## config.mk

```make
export PLATFORM = sky130hd
export DESIGN_NAME = gregorian_to_jalali_date_core
export DESIGN_NICKNAME = d
export VERILOG_FILES = /design/src/rtl/core/g2j_pkg.sv /design/src/rtl/core/gregorian_to_jalali_date_core.sv
export SDC_FILE = /design/constraint.sdc
export NUM_CORES = 2
export LEC_CHECK = 0
export BUFFER_PORTS_ARGS = -buffer_cell sky130_fd_sc_hd__clkbuf_2
export CORE_MARGIN = 3
export CORE_UTILIZATION = 30
export CTS_CLUSTER_DIAMETER = 40
export CTS_CLUSTER_SIZE = 20
export DETAILED_ROUTE_END_ITERATION = 10
export GPL_ROUTABILITY_DRIVEN = 0
export PLACE_DENSITY = 0.51
export SKIP_LAST_GASP = 1
export SLEW_MARGIN = 10
export SYNTH_ARGS = -nofsm -noshare
export SYNTH_HDL_FRONTEND = slang
export SYNTH_SLANG_ARGS = --single-unit
```

## constraint.sdc

```tcl
create_clock -name i_clk -period 9.6 [get_ports i_clk]
set_input_delay 1.92 -clock i_clk [delete_from_list [all_inputs] [get_ports i_clk]]
set_output_delay 1.92 -clock i_clk [all_outputs]
set_load 0.05 [all_outputs]
```

## src/rtl/core/g2j_pkg.sv

```systemverilog
// ----------------------------------------------------------------------------
// Gregorian to Jalali date conversion - shared types and constants
// Payload structs, calendar constants and fixed-point reciprocals that
// replace the divisions by constants in the datapath.
// ----------------------------------------------------------------------------
package g2j_pkg;

    // Input transfer: one Gregorian date
    typedef struct packed {
        logic [15:0] greg_year;
        logic [3:0]  greg_month;
        logic [4:0]  greg_day;
    } t_greg_date;

    // Output transfer: one Jalali date
    typedef struct packed {
        logic [15:0] jal_year;
        logic [3:0]  jal_month;
        logic [4:0]  jal_day;
    } t_jal_date;

    // Calendar constants
    localparam int unsigned DAY_BASE        = 355666;
    localparam int unsigned CYC33_DAYS      = 12053;
    localparam int unsigned CYC4_DAYS       = 1461;
    localparam int unsigned YEAR_DAYS       = 365;
    localparam int unsigned FIRST_HALF_DAYS = 186;
    localparam int unsigned CYC33_YEARS     = 33;
    localparam int          YEAR_BASE       = -1595;

    // Day count width: the largest count stays below 2**25
    localparam int CNT_W = 25;

    // Reciprocals, rounded up, exact for the operand ranges used here
    // floor(x/100) = (x * DIV100_MUL) >> DIV100_SH for x < 91000
    localparam int          DIV100_SH  = 23;
    localparam logic [16:0] DIV100_MUL = 17'(((64'd1 << DIV100_SH) + 64'd99) / 64'd100);
    // floor(x/12053) for x < 2**25
    localparam int          DIV33_SH   = 39;
    localparam logic [25:0] DIV33_MUL  =
        26'(((64'd1 << DIV33_SH) + 64'(CYC33_DAYS) - 64'd1) / 64'(CYC33_DAYS));
    // floor(x/1461) for x < 2**14
    localparam int          DIV4_SH    = 25;
    localparam logic [14:0] DIV4_MUL   =
        15'(((64'd1 << DIV4_SH) + 64'(CYC4_DAYS) - 64'd1) / 64'(CYC4_DAYS));

    // Days before the first of each Gregorian month; bad months read as January
    function automatic logic [8:0] month_offset(input logic [3:0] month);
        logic [8:0] offs;
        case (month)
            4'd1:    offs = 9'd0;
            4'd2:    offs = 9'd31;
            4'd3:    offs = 9'd59;
            4'd4:    offs = 9'd90;
            4'd5:    offs = 9'd120;
            4'd6:    offs = 9'd151;
            4'd7:    offs = 9'd181;
            4'd8:    offs = 9'd212;
            4'd9:    offs = 9'd243;
            4'd10:   offs = 9'd273;
            4'd11:   offs = 9'd304;
            4'd12:   offs = 9'd334;
            default: offs = 9'd0;
        endcase
        return offs;
    endfunction

endpackage

```

## src/rtl/core/gregorian_to_jalali_date_core.sv

```systemverilog
// ----------------------------------------------------------------------------
// Gregorian to Jalali date converter core
// Eight-stage pipeline: day count, 33-year cycle, 4-year cycle, single year,
// then month and day of the Jalali date.
// ----------------------------------------------------------------------------
// Usage:
//   Input channel  : i_in_valid / o_in_ready carry i_date (Gregorian y/m/d).
//   Output channel : o_out_valid / i_out_ready carry o_date (Jalali y/m/d).
//   Every input transfer yields exactly one output transfer, in order.
//   Throughput: one date per cycle when the output is not stalled, set by
//   the register stages; the divides by 100, 12053 and 1461 are reciprocal
//   multiplies, the last two in stages of their own.
//   Stall: each stage holds while the stage after it is full and held, so a
//   stalled receiver freezes the full stages and empty stages still fill;
//   o_in_ready drops once the pipeline is full up to the first stage.
//   Reset (i_rst_n low, synchronous) clears all stage valid bits; the data
//   registers are not reset. The output year is the low 16 bits and wraps
//   for Gregorian years before 622.
// ----------------------------------------------------------------------------
module gregorian_to_jalali_date_core (
    input  logic                i_clk,
    input  logic                i_rst_n,
    input  logic                i_in_valid,
    output logic                o_in_ready,
    input  g2j_pkg::t_greg_date i_date,
    output logic                o_out_valid,
    input  logic                i_out_ready,
    output g2j_pkg::t_jal_date  o_date
);
    import g2j_pkg::*;

    localparam int NSTG = 8;

    // Stage valid bits and per-stage advance enables
    logic [NSTG:1] r_vld;
    logic [NSTG:1] rdy;

    // Stage 1: products and small terms of the day count
    logic [CNT_W-1:0] r1_y365, n1_y365;
    logic [14:0]      r1_q4y,  n1_q4y;
    logic [33:0]      r1_p100, n1_p100;
    logic [31:0]      r1_p400, n1_p400;
    logic [8:0]       r1_dm,   n1_dm;
    logic [16:0]      leap_yr;
    logic [16:0]      ly_plus99;
    logic [14:0]      ly_div4_400;

    // Stage 2: absolute day count
    logic [CNT_W-1:0] r2_cnt, n2_cnt;

    // Stage 3: 33-year cycle reciprocal product
    logic [CNT_W+25:0] r3_p33, n3_p33;
    logic [CNT_W-1:0]  r3_cnt;

    // Stage 4: 33-year quotient applied
    logic [13:0] r4_r33, n4_r33;
    logic [15:0] r4_jy,  n4_jy;
    logic [11:0] q33;

    // Stage 5: 4-year cycle reciprocal product
    logic [28:0] r5_p4, n5_p4;
    logic [13:0] r5_r33;
    logic [15:0] r5_jy;

    // Stage 6: 4-year quotient applied
    logic [10:0] r6_r4, n6_r4;
    logic [15:0] r6_jy, n6_jy;
    logic [3:0]  q4;

    // Stage 7: day of year and final year
    logic [8:0]  r7_ry, n7_ry;
    logic [15:0] r7_jy, n7_jy;
    logic [10:0] r4_m1;
    logic [1:0]  qy;

    // Stage 8: output register
    t_jal_date r8_date, n8_date;
    logic [8:0] u_half;
    logic [2:0] q_mon;

    // ------------------------------------------------------------------
    // Flow control: a stage takes new data when empty or when it moves on
    always_comb begin
        rdy[NSTG] = !r_vld[NSTG] || i_out_ready;
        for (int k = NSTG - 1; k >= 1; k--) begin
            rdy[k] = !r_vld[k] || rdy[k+1];
        end
    end

    assign o_in_ready  = rdy[1];
    assign o_out_valid = r_vld[NSTG];
    assign o_date      = r8_date;

    always_ff @(posedge i_clk) begin
        if (!i_rst_n) begin
            r_vld <= '0;
        end else begin
            if (rdy[1]) begin
                r_vld[1] <= i_in_valid;
            end
            for (int k = 2; k <= NSTG; k++) begin
                if (rdy[k]) begin
                    r_vld[k] <= r_vld[k-1];
                end
            end
        end
    end

    // ------------------------------------------------------------------
    // Stage 1: 365*y, leap terms via reciprocals, day plus month offset
    always_comb begin
        leap_yr     = (i_date.greg_month > 4'd2) ? (17'(i_date.greg_year) + 17'd1)
                                                 : 17'(i_date.greg_year);
        ly_plus99   = leap_yr + 17'd99;
        ly_div4_400 = 15'((18'(leap_yr) + 18'd399) >> 2);
        n1_y365     = CNT_W'(i_date.greg_year) * CNT_W'(YEAR_DAYS);
        n1_q4y      = 15'((18'(leap_yr) + 18'd3) >> 2);
        n1_p100     = 34'(ly_plus99) * 34'(DIV100_MUL);
        n1_p400     = 32'(ly_div4_400) * 32'(DIV100_MUL);
        n1_dm       = 9'(i_date.greg_day) + month_offset(i_date.greg_month);
    end

    always_ff @(posedge i_clk) begin
        if (rdy[1]) begin
            r1_y365 <= n1_y365;
            r1_q4y  <= n1_q4y;
            r1_p100 <= n1_p100;
            r1_p400 <= n1_p400;
            r1_dm   <= n1_dm;
        end
    end

    // ------------------------------------------------------------------
    // Stage 2: sum the day count
    always_comb begin
        n2_cnt = CNT_W'(DAY_BASE) + r1_y365 + CNT_W'(r1_q4y)
               - CNT_W'(r1_p100[33:DIV100_SH]) + CNT_W'(r1_p400[31:DIV100_SH])
               + CNT_W'(r1_dm);
    end

    always_ff @(posedge i_clk) begin
        if (rdy[2]) begin
            r2_cnt <= n2_cnt;
        end
    end

    // ------------------------------------------------------------------
    // Stage 3: count / 12053 as a reciprocal product
    assign n3_p33 = (CNT_W+26)'(r2_cnt) * (CNT_W+26)'(DIV33_MUL);

    always_ff @(posedge i_clk) begin
        if (rdy[3]) begin
            r3_p33 <= n3_p33;
            r3_cnt <= r2_cnt;
        end
    end

    // ------------------------------------------------------------------
    // Stage 4: remainder in the 33-year cycle, year base plus 33 per cycle
    always_comb begin
        q33    = r3_p33[DIV33_SH+11:DIV33_SH];
        n4_r33 = 14'(r3_cnt - CNT_W'(q33) * CNT_W'(CYC33_DAYS));
        n4_jy  = 16'(YEAR_BASE) + 16'(32'(q33) * CYC33_YEARS);
    end

    always_ff @(posedge i_clk) begin
        if (rdy[4]) begin
            r4_r33 <= n4_r33;
            r4_jy  <= n4_jy;
        end
    end

    // ------------------------------------------------------------------
    // Stage 5: remainder / 1461 as a reciprocal product
    assign n5_p4 = 29'(r4_r33) * 29'(DIV4_MUL);

    always_ff @(posedge i_clk) begin
        if (rdy[5]) begin
            r5_p4  <= n5_p4;
            r5_r33 <= r4_r33;
            r5_jy  <= r4_jy;
        end
    end

    // ------------------------------------------------------------------
    // Stage 6: remainder in the 4-year cycle, four years per cycle
    always_comb begin
        q4    = r5_p4[DIV4_SH+3:DIV4_SH];
        n6_r4 = 11'(r5_r33 - 14'(q4) * 14'(CYC4_DAYS));
        n6_jy = r5_jy + {10'd0, q4, 2'b00};
    end

    always_ff @(posedge i_clk) begin
        if (rdy[6]) begin
            r6_r4 <= n6_r4;
            r6_jy <= n6_jy;
        end
    end

    // ------------------------------------------------------------------
    // Stage 7: single years; past day 365 drop one day and split by 365
    always_comb begin
        r4_m1 = r6_r4 - 11'd1;
        qy    = 2'd0;
        n7_ry = 9'(r6_r4);
        if (r6_r4 > 11'(YEAR_DAYS)) begin
            if (r4_m1 >= 11'(3 * YEAR_DAYS)) begin
                qy = 2'd3;
            end else if (r4_m1 >= 11'(2 * YEAR_DAYS)) begin
                qy = 2'd2;
            end else if (r4_m1 >= 11'(YEAR_DAYS)) begin
                qy = 2'd1;
            end
            n7_ry = 9'(r4_m1 - 11'(qy) * 11'(YEAR_DAYS));
        end
        n7_jy = r6_jy + 16'(qy);
    end

    always_ff @(posedge i_clk) begin
        if (rdy[7]) begin
            r7_ry <= n7_ry;
            r7_jy <= n7_jy;
        end
    end

    // ------------------------------------------------------------------
    // Stage 8: six 31-day months, then 30-day months
    always_comb begin
        q_mon  = 3'd0;
        u_half = r7_ry - 9'(FIRST_HALF_DAYS);
        if (r7_ry < 9'(FIRST_HALF_DAYS)) begin
            for (int k = 1; k <= 5; k++) begin
                if (r7_ry >= 9'(k * 31)) begin
                    q_mon = q_mon + 3'd1;
                end
            end
            n8_date.jal_month = 4'd1 + 4'(q_mon);
            n8_date.jal_day   = 5'(r7_ry - 9'(q_mon) * 9'd31) + 5'd1;
        end else begin
            for (int k = 1; k <= 5; k++) begin
                if (u_half >= 9'(k * 30)) begin
                    q_mon = q_mon + 3'd1;
                end
            end
            n8_date.jal_month = 4'd7 + 4'(q_mon);
            n8_date.jal_day   = 5'(u_half - 9'(q_mon) * 9'd30) + 5'd1;
        end
        n8_date.jal_year = r7_jy;
    end

    always_ff @(posedge i_clk) begin
        if (rdy[8]) begin
            r8_date <= n8_date;
        end
    end

    // ------------------------------------------------------------------
    // Checks on the reciprocal divides and the month split
`ifndef SYNTHESIS
    a_rem33_range: assert property (@(posedge i_clk) disable iff (!i_rst_n)
        r_vld[4] |-> (r4_r33 < 14'(CYC33_DAYS)))
        else $error("33-year cycle remainder out of range");

    a_rem4_range: assert property (@(posedge i_clk) disable iff (!i_rst_n)
        r_vld[6] |-> (r6_r4 < 11'(CYC4_DAYS)))
        else $error("4-year cycle remainder out of range");

    a_day_of_year: assert property (@(posedge i_clk) disable iff (!i_rst_n)
        r_vld[7] |-> (r7_ry <= 9'(YEAR_DAYS)))
        else $error("day of year out of range");

    a_out_date: assert property (@(posedge i_clk) disable iff (!i_rst_n)
        o_out_valid |-> (o_date.jal_month >= 4'd1 && o_date.jal_month <= 4'd12
                         && o_date.jal_day >= 5'd1))
        else $error("output month or day out of range");
`endif

endmodule
```

==> flow_summary.json <==
{
  "wirelength_um": 102000,
  "async_flop_share_pct": 0,
  "io_buffers": 55,
  "synth_mux_area_share_pct": 0.458,
  "yosys.area.top_type_share_pct": 30.6,
  "synth_edf_count": 258,
  "insertion_delay_ns": 0.58,
  "seqCellArea_um2": 7910,
  "grt_pass1_vias": 31408,
  "max_cap_violations": 0,
  "ctsLongestPathBuffers": 3,
  "post_cts_buffers": 0,
  "status": "finished clean",
  "drc": 0,
  "via_count": 29072,
  "setup_viol": 0,
  "syn_nets": 6031,
  "fin_ws_ns": 0.409,
  "dr.first_iter.drc_count": 1080,
  "post-dp-hpwl_um": 90800,
  "path_clk_slew_ns": 0.05,
  "syn_inst": 4365,
  "yosys.area_share.simple_pct": 5.33,
  "crit_family": "adder cells",
  "cp_slowest_stage_delay_ns": 0.56,
  "multi_input_area_um2": 33500,
  "grt_max_degree": 48,
  "avgSynthCellArea_um2": 10.6,
  "dieHeight_um": 398,
  "post-place-cells": 6626,
  "fin_crit_sh_pct": 95.7,
  "synthFlopType": "edfxtp_1",
  "io-pin-count": 56,
  "place_ws_ns": -0.268,
  "worstMarginPinSlew_ns": 1.09,
  "die_x_um": 398,
  "rsz0062_at_grt": "yes",
  "synth_area_um2": 46200,
  "synth_xor_area_share_pct": 4.84,
  "track_usage_pct": 13.4,
  "numCtsBuffers": 49,
  "yosysTopAreaCell": "fa_1",
  "slew-limit-headroom_pct": 27.0,
  "cts.sinks": 266,
  "ant_nets": 0,
  "finalHoldViolCount": 0,
  "first_pass_iters": 6,
  "critPathBufInv": 10,
  "fin_nets": 6313,
  "synthDistinctLibCells": 76,
  "start_util_pct": 30.3,
  "post_drt_via_cell_ratio": 4.33,
  "synthAdderAreaFrac_pct": 55.8,
  "wire_per_inst_um": 15.1,
  "fin_crit_ns": 9.19,
  "diodes": 0,
  "critPathSlowestCell": "fa_1",
  "cts_tree": "built",
  "yosys_warnings": 0,
  "area_growth_pct": 13.1,
  "fin_skew_ns": 0.0198,
  "seq_area_frac_synth_pct": 17.1,
  "stdcell_count": 6718,
  "grt_pass1_wl_um": 168000,
  "grt_overflow": 0,
  "crit_type": "primary input to flop",
  "drv_slew": 0,
  "fmax_mhz": 109,
  "antenna_found_initial": 3,
  "cts_root_buf": "clkbuf_16",
  "htree_levels": 2,
  "worstPathRequired_ns": 9.99,
  "holdCritPathClass": "flop to flop",
  "postLayoutCoreUtil_pct": 34.3,
  "critPathLaunchType": "primary input",
  "fillers": 15455,
  "synth_seq_cells": 266,
  "end_kind": "flop",
  "synth_compound_area_share_pct": 5.88,
  "num_rows": 143,
  "drive_gt1_share_pct": 8.75,
  "fp.coreArea_um2": 152000,
  "die_area_um2": 159000,
  "synth_top_family_by_area": "adder cells",
  "cp.arrival_ns": 9.58,
  "synth_area_leaders": "fa_1, ha_1, edfxtp_1",
  "worstPathMaxFanout": 5
}
cell type report:
cell class,instances,area share (%)
repair buffers,260,3.52
well taps,2030,4.86
multi-input cells,2813,64.2
clock buffers,51,2.40
clock inverters,41,0.855
inverters,1257,9.03
flip-flops and latches,266,15.1
stage by stage:
step | cell area [um2] | TNS, ns | hold slack (ns)
detailed placement | 50500 | -1.70 | 0.405
CTS | 52200 | 0 | 0.409
global placement | 50500 | -0.746 | 0.405
floorplan | 46300 | 0 | 0.400
global route | 52200 | -0.0405 | 0.409
finish | 52200 | 0 | 0.407
flip-flops by register name, summed over array words and instances, names as in the netlist:
signal,count
r1_y365,25
r1_q4y,15
r3_cnt,14
r2_cnt,25
r4_jy,16
r5_jy,16
r3_p33,12
r5_p4,5
o_date,25
r1_dm,9
r5_r33,10
r4_r33,14
r6_jy,16
r1_p100,11
r7_jy,16
r_vld,8
r6_r4,11
r7_ry,9
r1_p400,9
final timing paths:
kind	from	cells past startpoint	to	slack (ns)
setup / recovery	i_date[5]	34	r1_p100[31]$_DFFE_PP_	0.41
hold / removal	r7_jy[7]$_DFFE_PP_	0	o_date[16]$_DFFE_PP_	0.41
setup reg to reg	r2_cnt[17]$_DFFE_PP_	21	r3_p33[49]$_DFFE_PP_	1.95
hold reg to reg	r7_jy[7]$_DFFE_PP_	0	o_date[16]$_DFFE_PP_	0.41
cells in the final DEF (no fill, tap or decap), drive strengths merged, types with 45 or more instances in the layout:
cell,n
o21ai,86
edfxtp,258
nand2,106
nor2,136
buf,205
xnor2,176
nand3,46
clkbuf,106
inv,1274
ha,930
xor2,70
a21o,45
a21oi,112
fa,707
cells by family after synthesis:
logic type | after synthesis
xor+xnor | 248
compound gates | 412
flops | 266
mux | 19
simple gates | 497
buf+inv | 1286
fa+ha+maj | 1637
cells in the mapped netlist (all sizes together) (17+ instances only):
library cell  number
inv             1257
ha               930
fa               707
edfxtp           258
xnor2            176
nor2             136
a21oi            112
nand2            106
o21ai             86
xor2              70
nand3             46
a21o              45
nor3              39
nor2b             29
o21a              29
nand2b            23
and3              20
clkbuf            19
a31oi             18
a211oi            17
nor4              17
or3               17
layer usage:
| layer | up-vias | wire [um] | track usage (%) |
|---|---|---|---|
| met2 | 313 | 49100 | 23.0 |
| met3 | 87 | 2960 | 1.46 |
| met5 | - | 0 | 0 |
| met1 | 14201 | 47800 | 18.2 |
| li1 | 14471 | - | - |
| met4 | 0 | 1780 | 2.69 |
timing repair:
action                     4_1_cts  5_1_grt
gates resized for setup          0        3
setup endpoints to repair        0        6
hold buffers                     0        0
Power is not shown: default switching activity piles up to over one toggle a cycle in this logic, so the estimate is an artifact.
